$ cat config.mk
export PLATFORM = sky130hd
export DESIGN_NAME = duplicate_nonce_filter_rate_window_core_flat
export DESIGN_NICKNAME = d
export VERILOG_FILES = /design/src/rtl/dnf_pkg.sv /design/src/rtl/dnf_in_if.sv /design/src/rtl/dnf_out_if.sv /design/src/rtl/dnf_ram.sv /design/src/rtl/dnf_ctrl.sv /design/src/rtl/duplicate_nonce_filter_rate_window_core.sv /design/src/flat_wrapper.sv
export SDC_FILE = /design/constraint.sdc
export NUM_CORES = 2
export LEC_CHECK = 0
export BUFFER_PORTS_ARGS = -buffer_cell sky130_fd_sc_hd__buf_2
export CELL_PAD_IN_SITES_DETAIL_PLACEMENT = 2
export CELL_PAD_IN_SITES_GLOBAL_PLACEMENT = 2
export CORE_MARGIN = 3
export CORE_UTILIZATION = 55
export DETAILED_ROUTE_END_ITERATION = 16
export PLACE_DENSITY = 0.86
export SYNTH_ARGS = -nofsm -noshare
export SYNTH_HDL_FRONTEND = slang
export SYNTH_SLANG_ARGS = --single-unit
$ cat constraint.sdc
create_clock -name clk -period 14.8 [get_ports clk]
set_input_delay 2.96 -clock clk [delete_from_list [all_inputs] [get_ports clk]]
set_output_delay 2.96 -clock clk [all_outputs]
set_load 0.05 [all_outputs]
$ cat src/rtl/dnf_pkg.sv
`timescale 1ns / 1ps

package dnf_pkg;

    localparam int NONCE_DEPTH = 32;
    localparam int STAT_DEPTH  = 64;

    localparam int NONCE_W  = 32;
    localparam int TIME_W   = 32;
    localparam int WINDOW_W = 16;
    localparam int SHARE_W  = 7;

    localparam int COUNT_MAX = 127;

    localparam int NONCE_AW  = $clog2(NONCE_DEPTH);
    localparam int STAT_AW   = $clog2(STAT_DEPTH);
    localparam int CLR_DEPTH = (NONCE_DEPTH > STAT_DEPTH) ? NONCE_DEPTH : STAT_DEPTH;
    localparam int SCAN_W    = $clog2(CLR_DEPTH) + 1;
    localparam int COUNT_W   = $clog2(STAT_DEPTH + 1);
    localparam int EXT_W     = (COUNT_W > SHARE_W) ? COUNT_W : SHARE_W;

    localparam logic OP_SUBMIT = 1'b0;
    localparam logic OP_COUNT  = 1'b1;

    typedef struct packed {
        logic                op;
        logic [NONCE_W-1:0]  nonce;
        logic [TIME_W-1:0]   time_sec;
        logic [WINDOW_W-1:0] window_sec;
    } item_t;

    typedef struct packed {
        logic               idle;
        logic               done;
        logic               accepted;
        logic [SHARE_W-1:0] share_count;
    } status_t;

    typedef enum logic [3:0] {
        S_CLEAR = 4'b0001,
        S_IDLE  = 4'b0010,
        S_SCAN  = 4'b0100,
        S_DONE  = 4'b1000
    } state_t;

endpackage

$ cat src/rtl/dnf_in_if.sv
`timescale 1ns / 1ps

interface dnf_in_if import dnf_pkg::*; ();
    logic                valid;
    logic                ready;
    logic                op;
    logic [NONCE_W-1:0]  nonce;
    logic [TIME_W-1:0]   time_sec;
    logic [WINDOW_W-1:0] window_sec;

    modport source (output valid, op, nonce, time_sec, window_sec, input ready);
    modport sink   (input valid, op, nonce, time_sec, window_sec, output ready);
endinterface

$ cat src/rtl/dnf_out_if.sv
`timescale 1ns / 1ps

interface dnf_out_if import dnf_pkg::*; ();
    logic               valid;
    logic               ready;
    logic               accepted;
    logic [SHARE_W-1:0] share_count;

    modport source (output valid, accepted, share_count, input ready);
    modport sink   (input valid, accepted, share_count, output ready);
endinterface

$ cat src/rtl/dnf_ram.sv
`timescale 1ns / 1ps

module dnf_ram #(
    parameter int WIDTH = 32,
    parameter int DEPTH = 32
) (
    input  logic                     clk,
    input  logic                     we,
    input  logic [$clog2(DEPTH)-1:0] waddr,
    input  logic [WIDTH-1:0]         wdata,
    input  logic [$clog2(DEPTH)-1:0] raddr,
    output logic [WIDTH-1:0]         rdata
);

    logic [WIDTH-1:0] mem [DEPTH];

    always_ff @(posedge clk)
    begin
        if (we)
        begin
            mem[waddr] <= wdata;
        end
        rdata <= mem[raddr];
    end

endmodule

$ cat src/rtl/dnf_ctrl.sv
`timescale 1ns / 1ps

module dnf_ctrl import dnf_pkg::*; (
    input  logic    clk,
    input  logic    rst_n,
    input  logic    start,
    input  item_t   item,
    input  logic    take,
    output status_t status
);

    state_t              state_reg, state_next;
    logic [SCAN_W-1:0]   idx_reg, idx_next;
    logic                pend_reg, pend_next;
    item_t               item_reg, item_next;
    logic                hit_reg, hit_next;
    logic [COUNT_W-1:0]  cnt_reg, cnt_next;
    logic [NONCE_AW-1:0] nonce_ptr_reg, nonce_ptr_next;
    logic [STAT_AW-1:0]  time_ptr_reg, time_ptr_next;
    logic                acc_reg, acc_next;
    logic [SHARE_W-1:0]  share_reg, share_next;

    logic                n_we, t_we;
    logic [NONCE_AW-1:0] n_waddr;
    logic [STAT_AW-1:0]  t_waddr;
    logic [NONCE_W-1:0]  n_wdata, n_rdata;
    logic [TIME_W-1:0]   t_wdata, t_rdata;

    logic [SCAN_W-1:0]   scan_len;
    logic [TIME_W-1:0]   age;
    logic                hit_cur;
    logic [COUNT_W-1:0]  cnt_cur;
    logic [EXT_W-1:0]    cnt_ext;

    dnf_ram #(.WIDTH(NONCE_W), .DEPTH(NONCE_DEPTH)) u_nonce_ram (
        .clk   (clk),
        .we    (n_we),
        .waddr (n_waddr),
        .wdata (n_wdata),
        .raddr (idx_reg[NONCE_AW-1:0]),
        .rdata (n_rdata)
    );

    dnf_ram #(.WIDTH(TIME_W), .DEPTH(STAT_DEPTH)) u_time_ram (
        .clk   (clk),
        .we    (t_we),
        .waddr (t_waddr),
        .wdata (t_wdata),
        .raddr (idx_reg[STAT_AW-1:0]),
        .rdata (t_rdata)
    );

    // compare / count on the data returned for the previous address
    assign scan_len = (item_reg.op == OP_COUNT) ? SCAN_W'(STAT_DEPTH) : SCAN_W'(NONCE_DEPTH);
    assign age      = item_reg.time_sec - t_rdata;
    assign hit_cur  = hit_reg | (pend_reg && (n_rdata == item_reg.nonce));
    assign cnt_cur  = cnt_reg + COUNT_W'(pend_reg && (age < TIME_W'(item_reg.window_sec)));
    assign cnt_ext  = EXT_W'(cnt_cur);

    always_comb
    begin
        state_next     = state_reg;
        idx_next       = idx_reg;
        pend_next      = 1'b0;
        item_next      = item_reg;
        hit_next       = hit_reg;
        cnt_next       = cnt_reg;
        nonce_ptr_next = nonce_ptr_reg;
        time_ptr_next  = time_ptr_reg;
        acc_next       = acc_reg;
        share_next     = share_reg;
        n_we           = 1'b0;
        t_we           = 1'b0;
        n_waddr        = nonce_ptr_reg;
        t_waddr        = time_ptr_reg;
        n_wdata        = item_reg.nonce;
        t_wdata        = item_reg.time_sec;

        case (state_reg)
            S_CLEAR:
            begin
                n_we    = (idx_reg < SCAN_W'(NONCE_DEPTH));
                t_we    = (idx_reg < SCAN_W'(STAT_DEPTH));
                n_waddr = idx_reg[NONCE_AW-1:0];
                t_waddr = idx_reg[STAT_AW-1:0];
                n_wdata = '0;
                t_wdata = '0;
                if (idx_reg == SCAN_W'(CLR_DEPTH - 1))
                begin
                    idx_next   = '0;
                    state_next = S_IDLE;
                end
                else
                begin
                    idx_next = idx_reg + SCAN_W'(1);
                end
            end
            S_IDLE:
            begin
                if (start)
                begin
                    item_next  = item;
                    idx_next   = '0;
                    hit_next   = 1'b0;
                    cnt_next   = '0;
                    state_next = S_SCAN;
                end
            end
            S_SCAN:
            begin
                hit_next = hit_cur;
                cnt_next = cnt_cur;
                if (idx_reg != scan_len)
                begin
                    pend_next = 1'b1;
                    idx_next  = idx_reg + SCAN_W'(1);
                end
                else if (pend_reg)
                begin
                    // last entry compared: commit and post the result
                    state_next = S_DONE;
                    if (item_reg.op == OP_COUNT)
                    begin
                        acc_next   = 1'b0;
                        share_next = (cnt_ext > EXT_W'(COUNT_MAX)) ?
                                     SHARE_W'(COUNT_MAX) : cnt_ext[SHARE_W-1:0];
                    end
                    else
                    begin
                        acc_next   = !hit_cur;
                        share_next = '0;
                        if (!hit_cur)
                        begin
                            n_we = 1'b1;
                            t_we = 1'b1;
                            nonce_ptr_next = (nonce_ptr_reg == NONCE_AW'(NONCE_DEPTH - 1)) ?
                                             '0 : nonce_ptr_reg + NONCE_AW'(1);
                            time_ptr_next  = (time_ptr_reg == STAT_AW'(STAT_DEPTH - 1)) ?
                                             '0 : time_ptr_reg + STAT_AW'(1);
                        end
                    end
                end
            end
            S_DONE:
            begin
                if (take)
                begin
                    state_next = S_IDLE;
                end
            end
            default:
            begin
                state_next = S_CLEAR;
                idx_next   = '0;
            end
        endcase
    end

    always_ff @(posedge clk or negedge rst_n)
    begin
        if (!rst_n)
        begin
            state_reg     <= S_CLEAR;
            idx_reg       <= '0;
            pend_reg      <= 1'b0;
            nonce_ptr_reg <= '0;
            time_ptr_reg  <= '0;
        end
        else
        begin
            state_reg     <= state_next;
            idx_reg       <= idx_next;
            pend_reg      <= pend_next;
            nonce_ptr_reg <= nonce_ptr_next;
            time_ptr_reg  <= time_ptr_next;
        end
    end

    always_ff @(posedge clk)
    begin
        item_reg  <= item_next;
        hit_reg   <= hit_next;
        cnt_reg   <= cnt_next;
        acc_reg   <= acc_next;
        share_reg <= share_next;
    end

    assign status.idle        = (state_reg == S_IDLE);
    assign status.done        = (state_reg == S_DONE);
    assign status.accepted    = acc_reg;
    assign status.share_count = share_reg;

endmodule

$ cat src/rtl/duplicate_nonce_filter_rate_window_core.sv
`timescale 1ns / 1ps

// duplicate nonce filter with share-rate window. a submit item (op 0) is checked
// against the 32 most recently accepted nonces; a new nonce is stored in the nonce
// ring and its time_sec in the 64-entry timestamp ring, and the result says
// accepted. a count item (op 1) returns how many stored timestamps are younger
// than window_sec (age taken mod 2^32). every item gives exactly one result.
// both rings live in single-port-read rams and are walked one entry per cycle;
// a submit item walks the NONCE_DEPTH nonce ring, a count item the STAT_DEPTH
// timestamp ring, and the next item can be taken once the result has moved into
// the output slot; one item is in work at a time. after reset a clearing pass
// over max(NONCE_DEPTH, STAT_DEPTH) = 64 addresses zeroes both rams while
// req.ready stays low, so a zero nonce counts as a duplicate until overwritten.
module duplicate_nonce_filter_rate_window_core import dnf_pkg::*; (
    input  logic             clk,
    input  logic             rst_n,
    dnf_in_if.sink           req,
    dnf_out_if.source        rsp
);

    status_t            st;
    item_t              item;
    logic               start;
    logic               take;

    // output slot: lets the core finish while a result is still waiting
    logic               out_valid_reg;
    logic               out_acc_reg;
    logic [SHARE_W-1:0] out_share_reg;

    assign item.op         = req.op;
    assign item.nonce      = req.nonce;
    assign item.time_sec   = req.time_sec;
    assign item.window_sec = req.window_sec;

    // items enter only when the scan engine is idle (not clearing, not busy)
    assign req.ready = st.idle;
    assign start     = req.valid && req.ready;

    // move a finished result into the output slot when it is free or draining
    assign take = st.done && (!out_valid_reg || rsp.ready);

    dnf_ctrl u_ctrl (
        .clk    (clk),
        .rst_n  (rst_n),
        .start  (start),
        .item   (item),
        .take   (take),
        .status (st)
    );

    always_ff @(posedge clk or negedge rst_n)
    begin
        if (!rst_n)
        begin
            out_valid_reg <= 1'b0;
        end
        else if (take)
        begin
            out_valid_reg <= 1'b1;
        end
        else if (rsp.ready)
        begin
            out_valid_reg <= 1'b0;
        end
    end

    always_ff @(posedge clk)
    begin
        if (take)
        begin
            out_acc_reg   <= st.accepted;
            out_share_reg <= st.share_count;
        end
    end

    assign rsp.valid       = out_valid_reg;
    assign rsp.accepted    = out_acc_reg;
    assign rsp.share_count = out_share_reg;

    // an accepted item always puts the engine to work
    a_start_busy: assert property (@(posedge clk) disable iff (!rst_n)
        start |=> !st.idle)
        else $error("engine still idle after item accept");

    // handing a result to the output slot returns the engine to idle
    a_take_idle: assert property (@(posedge clk) disable iff (!rst_n)
        take |=> st.idle)
        else $error("engine not idle after result handoff");

    // a result never carries both an accept flag and a share count
    a_result_kind: assert property (@(posedge clk) disable iff (!rst_n)
        rsp.valid |-> !(rsp.accepted && (rsp.share_count != '0)))
        else $error("result mixes submit and count fields");

endmodule
$ cat src/flat_wrapper.sv
// flat-port wrapper written by rule: the top's interface ports become plain ports
module duplicate_nonce_filter_rate_window_core_flat import dnf_pkg::*;
  (clk, rst_n, req_valid, req_op, req_nonce, req_time_sec, req_window_sec, req_ready, rsp_valid, rsp_accepted, rsp_share_count, rsp_ready);
  dnf_in_if req_i ();
  dnf_out_if rsp_i ();
  input  logic clk;
  input  logic rst_n;
  input wire logic [$bits(req_i.valid)-1:0] req_valid;
  input wire logic [$bits(req_i.op)-1:0] req_op;
  input wire logic [$bits(req_i.nonce)-1:0] req_nonce;
  input wire logic [$bits(req_i.time_sec)-1:0] req_time_sec;
  input wire logic [$bits(req_i.window_sec)-1:0] req_window_sec;
  output wire logic [$bits(req_i.ready)-1:0] req_ready;
  output wire logic [$bits(rsp_i.valid)-1:0] rsp_valid;
  output wire logic [$bits(rsp_i.accepted)-1:0] rsp_accepted;
  output wire logic [$bits(rsp_i.share_count)-1:0] rsp_share_count;
  input wire logic [$bits(rsp_i.ready)-1:0] rsp_ready;
  assign req_i.valid = req_valid;
  assign req_i.op = req_op;
  assign req_i.nonce = req_nonce;
  assign req_i.time_sec = req_time_sec;
  assign req_i.window_sec = req_window_sec;
  assign req_ready = req_i.ready;
  assign rsp_valid = rsp_i.valid;
  assign rsp_accepted = rsp_i.accepted;
  assign rsp_share_count = rsp_i.share_count;
  assign rsp_i.ready = rsp_ready;
  duplicate_nonce_filter_rate_window_core u_core (.clk(clk), .rst_n(rst_n), .req(req_i), .rsp(rsp_i));
endmodule
==> results.txt, run 1 <==
The synthesized netlist devotes 0.833% of its cell area to compound gates. Main combinational cell family by area after synthesis: multiplexers. The synthesized design contains 3,265 register bits. 95 I/O pins were placed.

For the number of distinct library cell variants in the gate-level netlist after synthesis, the log shows 63. Share of flip-flops with an asynchronous set or reset after synthesis: 0.735%. Yosys printed 0 warnings. The tools report the post-synthesis sequential area ratio as 77.4%. The die is 484 um wide. Synthesis produced a netlist whose cell count is 5,369. The total number of placement rows is 174, and the area share of and/or/nand/nor cells after synthesis is 1.84%. The per-instance average area after synthesis is 23.4 um2. The run stopped with a tool error.

The synthesized netlist devotes 0.453% of its cell area to XOR and XNOR gates. For the sum of net half-perimeters after detailed placement, the log shows 310,000 um. The tool reported: "[ERROR DPL-0033] detailed placement checks failed during check placement". The synthesized net count was 5,508. Summing every instance area after synthesis gives 126,000 um2. During placement, the flow inserted port buffers numbering 94.

Measured against the total synthesized area, the mux share comes to 17.8%. The synthesized netlist devotes 0.544% of its cell area to adder and majority cells. The die is 484 um tall.

At the end of routability-driven placement, the weighted congestion stood at 0.850. The most frequently used flop master after synthesis is edfxtp_1. Once the floorplan was initialized, standard cells occupied 55.6% of the core.

The number of enable-type register cells in the synthesized netlist works out to 3,177. Stage where the flow stopped: 3_5_place_dp.
-- cell usage after synthesis (all sizes together), types with 2 or more instances --
cell / count / share of area, %
a2111oi: 3 / 0.021
a211oi: 3 / 0.018
a21boi: 4 / 0.024
a21o: 11 / 0.066
a21oi: 53 / 0.21
a22oi: 2 / 0.012
a311oi: 2 / 0.014
a31oi: 9 / 0.045
a32o: 2 / 0.016
and2: 72 / 0.36
and3: 6 / 0.030
and4: 3 / 0.021
buf: 125 / 0.49
clkbuf: 131 / 0.39
dfrtp: 23 / 0.46
dfxtp: 64 / 1.0
edfxtp: 3177 / 76
ha: 53 / 0.53
inv: 67 / 0.20
mux2i: 6 / 0.048
mux4: 992 / 18
nand2: 173 / 0.52
nand2b: 11 / 0.055
nand3: 27 / 0.11
nand3b: 8 / 0.048
nand4: 18 / 0.090
nor2: 137 / 0.41
nor2b: 8 / 0.040
nor3: 15 / 0.060
nor3b: 3 / 0.018
nor4: 5 / 0.025
o2111ai: 2 / 0.014
o211ai: 5 / 0.030
o21a: 6 / 0.036
o21ai: 41 / 0.16
o21bai: 4 / 0.024
o31ai: 10 / 0.060
or2: 2 / 0.010
or3: 4 / 0.020
or3b: 2 / 0.014
xnor2: 48 / 0.33
xor2: 17 / 0.12
-- per-stage QoR --
step | hold WS (ns) | cells
floorplan | 0.400 | 5369
global placement | 0.404 | 8351
-- kinds of logic after synthesis --
kind of cell / after synthesis
DFF: 3265
muxes: 999
and+or+nand+nor: 496
buffers and inverters: 323
AOI/OAI and AO/OA: 167
xor gates and xnor gates: 65
adders and majority gates: 54
==> run 2, diff against run 1 <==
--- a/config.mk
+++ b/config.mk
@@ -6,12 +6,10 @@
 export NUM_CORES = 2
 export LEC_CHECK = 0
 export BUFFER_PORTS_ARGS = -buffer_cell sky130_fd_sc_hd__buf_2
-export CELL_PAD_IN_SITES_DETAIL_PLACEMENT = 2
-export CELL_PAD_IN_SITES_GLOBAL_PLACEMENT = 2
 export CORE_MARGIN = 3
-export CORE_UTILIZATION = 55
+export CORE_UTILIZATION = 40
 export DETAILED_ROUTE_END_ITERATION = 16
-export PLACE_DENSITY = 0.86
+export PLACE_DENSITY_LB_ADDON = 0.15
 export SYNTH_ARGS = -nofsm -noshare
 export SYNTH_HDL_FRONTEND = slang
 export SYNTH_SLANG_ARGS = --single-unit
==> run 2 against run 1 <==
Effect of this change:
- the flow now finishes without violations
- synthesized cell count unchanged
- area after synthesis unchanged
==> results.txt, run 2 <==
Startpoint-to-endpoint class of the critical path: reg -> reg. The post-synthesis sequential area ratio is 77.4% (unchanged). CTS root buffer: clkbuf_16. Path depth of the worst reg2reg path: 8. The count of input and output buffers works out to 94 (unchanged).

The die height came out at 567 um (was 484 um). STA classifies the critical path endpoint as a register. Setup repair after global routing left no endpoint under its margin.

For the final core utilization, the log shows 46.0%. Setup violations remaining at the end of the flow were counted as 0. The die covers 321,000 um2. The leakage component of the power was 44.1 nW; the instance count along the most critical hold path was 0.

Ranking of synthesized cells by area: edfxtp_1 (76%), mux4_2 (18%), dfxtp_1 (1.0%), ha_1 (0.53%), nand2_1 (0.52%) (unchanged). Main combinational cell family by area after synthesis: multiplexers (unchanged). Post-synth design cell area: 126,000 um2 (unchanged). The logs give 0 for the final hold violation count and 157,000 um for the met2 routed wirelength.

The most critical setup path has its startpoint at u_core.u_ctrl.idx_reg[1]$_DFFE_PN0P_. The logs give 0 for the total setup buffers inserted after CTS and 0 for the post-detailed-route DRC marker count. The cell count after synthesis was 5,369 (unchanged); the total number of placement rows was 205 (was 174). The design draws 25.5 mW.

The adder and majority cell fraction of the synthesized area was 0.544% (unchanged). The level count of the clock H-tree was 5. Overall via count from detail_route: 57,600.

The number of CTS-inserted buffers is 346. Across the routed clock network, the largest skew measured is 0.0430 ns. The critical path goes through buf_4, buf_12, buf_4, buf_4, buf_4, mux4_2, mux4_2, mux4_2.

The register-to-register setup slack is 8.53 ns, and the detailed-route wire length per cell is 31.6 um. Worst hold path endpoint: u_core.rsp.share_count[5]$_DFFE_PP_. The logs give 0.91 ns for the worst-skew pair later-pin latency and 320,000 um for the detailed-route wire length. The type of the worst min-delay path was reg -> reg.

After detailed routing, no signal wire sits above met5. The area overhead of the layout relative to synthesis is 14.4%, and the number of synthesized register bits is 3,265 (unchanged). The number of top-level pins is 95 (unchanged), and the clock edge transition at the registers on the reported setup and hold paths is 0.06 ns. The tools report the register area as 97,300 um2. Hold repair after CTS inserted 0 buffers.

After clock tree synthesis, the repair step resized 0 gates. In the final layout, the multi-input gates occupy 27,800 um2. The power density over cell area was 177 nW/um2.

The register with the most flip-flops in the layout has 2,048 of them. The area share of and/or/nand/nor cells after synthesis was 1.84% (unchanged). For this run, the post-layout net count is 5,860.

The first global-routing pass estimated 455,000 um of wire. Headroom to the max-slew limit came out at 8.75%. The number of iterations in the first detailed-routing pass is 6. Top cell type by total area after synthesis: edfxtp_1 (unchanged). After the first detailed-routing iteration, the DRC count stood at 6,328. In the final timing run, aggregate negative setup slack is 0 ns.

In the layout the commonest cells are edfxtp_1 (3,177), mux4_2 (992), clkbuf_16 (353). Post-synthesis share of cell area spent on xor and xnor gates: 0.453% (unchanged). Most repeated cell in the gate-level netlist after synthesis: edfxtp_1 (unchanged). Among all stages on the critical path, the largest delay is contributed by buf_4. For the number of antenna violations at the first check in global routing, the log shows 27. The worst hold slack after final layout is 0.424 ns, and the detailed-route wire length on metal 1 is 140,000 um. On the critical path the largest part of the delay comes from buffers and inverters.

Max-cap violations in this run came to 0. Leaving out fill and tap cells, the most frequent cell in the layout is edfxtp_1. The worst hold path startpoint was u_core.u_ctrl.share_reg[5]$_SDFFCE_PN0P_. The logs give 63 (unchanged) for the number of distinct library cell variants in the gate-level netlist after synthesis and 7.04 ns for the data arrival time at the worst-slack endpoint. The number of global-route vias before repair was 59,300; the longest individual stage delay on the worst path was 0.83 ns. The slew at the pin closest to its max-slew limit was 1.37 ns. The clock sink count is 3,265. Along the worst path, the maximum fanout reaches 125. The horizontal extent of the die was 567 um (was 484 um); the max-slew violation count was 0.

The logs give 0 (unchanged) for the number of synthesis warnings and 25,900 for the number of filler cells placed in the layout. List of most frequent post-synthesis cells: edfxtp_1 (3,177), mux4_2 (992), nand2_1 (173), nor2_1 (137), clkbuf_1 (131) (unchanged). In this run the remaining antenna-violating nets after routing total 0. The logs give 15.57 ns for the critical path required time and 312,000 um2 for the area of the core. IR analysis of the VDD net gives a maximum drop of 0.148 mV. The part of the cycle the worst path needs is 42.4%, and the synthesized net count is 5,508 (unchanged). The multiplexer fraction of the synthesized cell area was 17.8% (unchanged).

The number of enable-type register cells in the synthesized netlist came out at 3,177 (unchanged). STA classifies the critical path startpoint as a register. The number of buffer and inverter stages on the critical path was 5. The post-route netlist has 31.6% of its cells at a drive strength greater than 1. The most frequently used flop master after synthesis was edfxtp_1 (unchanged).

TritonCTS built the clock tree. For the sum of net half-perimeters after detailed placement, the log shows 179,000 um (was 310,000 um). The worst path needs 6.27 ns of the cycle, external delays included.

Per-instance average area after synthesis: 23.4 um2 (unchanged). The tools report the critical register-to-register path endpoint as u_core.u_ctrl.u_time_ram.rdata[4]$_DFF_P_. The share of flip-flops with an asynchronous set or reset after synthesis works out to 0.735% (unchanged).

Summed over all layers, the global routing overflow is 0. Static timing analysis puts the maximum clock frequency at 159 MHz. In the detailed route, the total length drawn on met3 is 16,300 um. Counting stages on the worst path, the most repeated cell is buf_4. The final weighted congestion in routability-driven placement is 0.807 (was 0.850), and the pin count of the biggest net entering global routing is 126. Combined global-route utilization of all metal layers: 19.7%. Dividing the detail-routed via count by the number of cells gives 5.68.

The tools report the initial standard-cell utilization of the core as 40.2% (was 55.6%). The flow ran to the end, and the final reports show no timing, DRC or antenna violations. Startpoint of the lowest-slack register-to-register path: u_core.u_ctrl.idx_reg[1]$_DFFE_PN0P_. The portion of synthesized cell area occupied by the leading cell type is 75.9% (unchanged). In this run the deepest clock path goes through 4 buffers. The synthesized-area fraction occupied by ao, oa, aoi and oai cells came out at 0.833% (unchanged).
run 2: cell counts after synthesis:
Identical to the previous run, type by type.
run 2: cell families (layout without fill, tap and decap cells):
family / Yosys count / after routing
compound gates: 167 / 167
xor+xnor: 65 / 65
fa+ha+maj: 54 / 54
buf+inv: 323 / 958
flops: 3265 / 3265
mux: 999 / 999
other cells: 0 / 5
simple gates: 496 / 496
run 2: metrics by stage:
step	instances	instance area [um2]	worst slack, ns
floorplan	5369	126000	9.61
global placement	9513	132000	8.54
detailed placement	9513	132000	8.51
CTS	10100	144000	8.49
global route	10100	144000	8.31
finish	10100	144000	8.53
run 2: worst max path at each step:
stage               slack (ns)  cells past startpoint                                   endpoint
floorplan                 9.61                      3                                  req_ready
global placement          8.54                      8  u_core.u_ctrl.u_time_ram.rdata[8]$_DFF_P_
detailed placement        8.51                      8  u_core.u_ctrl.u_time_ram.rdata[1]$_DFF_P_
CTS                       8.49                      8  u_core.u_ctrl.u_time_ram.rdata[4]$_DFF_P_
global route              8.31                      8  u_core.u_ctrl.u_time_ram.rdata[1]$_DFF_P_
finish                    8.53                      8  u_core.u_ctrl.u_time_ram.rdata[4]$_DFF_P_
run 2: area by class of cell:
cell class              count  share of cell area (%)
clock inverters           189                    1.44
multi-input cells        1781                    19.4
clock buffers             442                    6.49
repair buffers            260                    1.23
flip-flops and latches   3265                    67.7
well taps                4140                    3.60
inverters                  67                   0.177
diodes                      5                 0.00870
run 2: layer usage:
| metal | vias to the layer above | global-route usage, % |
|---|---|---|
| li1 | 23600 | - |
| met1 | 32000 | 28.6 |
| met2 | 1681 | 32.1 |
| met3 | 384 | 2.77 |
| met4 | 2 | 4.30 |
| met5 | - | 0 |
run 2: power by group:
group	switching [mW]	internal [mW]	leakage, nW	total (mW)
clock	3.56	5.17	5.57	8.73
sequential	0.164	11.4	29.7	11.5
combinational	3.18	2.00	8.83	5.18
run 2: worst register-to-register path, cell delays in order, from the launching register on:
cell,delay [ns]
dfrtp_4,0.79
buf_4,0.71
buf_12,0.62
buf_4,0.98
buf_4,0.68
buf_4,0.87
mux4_2,0.50
mux4_2,0.52
mux4_2,0.47
Note: power is estimated with default switching activity, not from simulation.
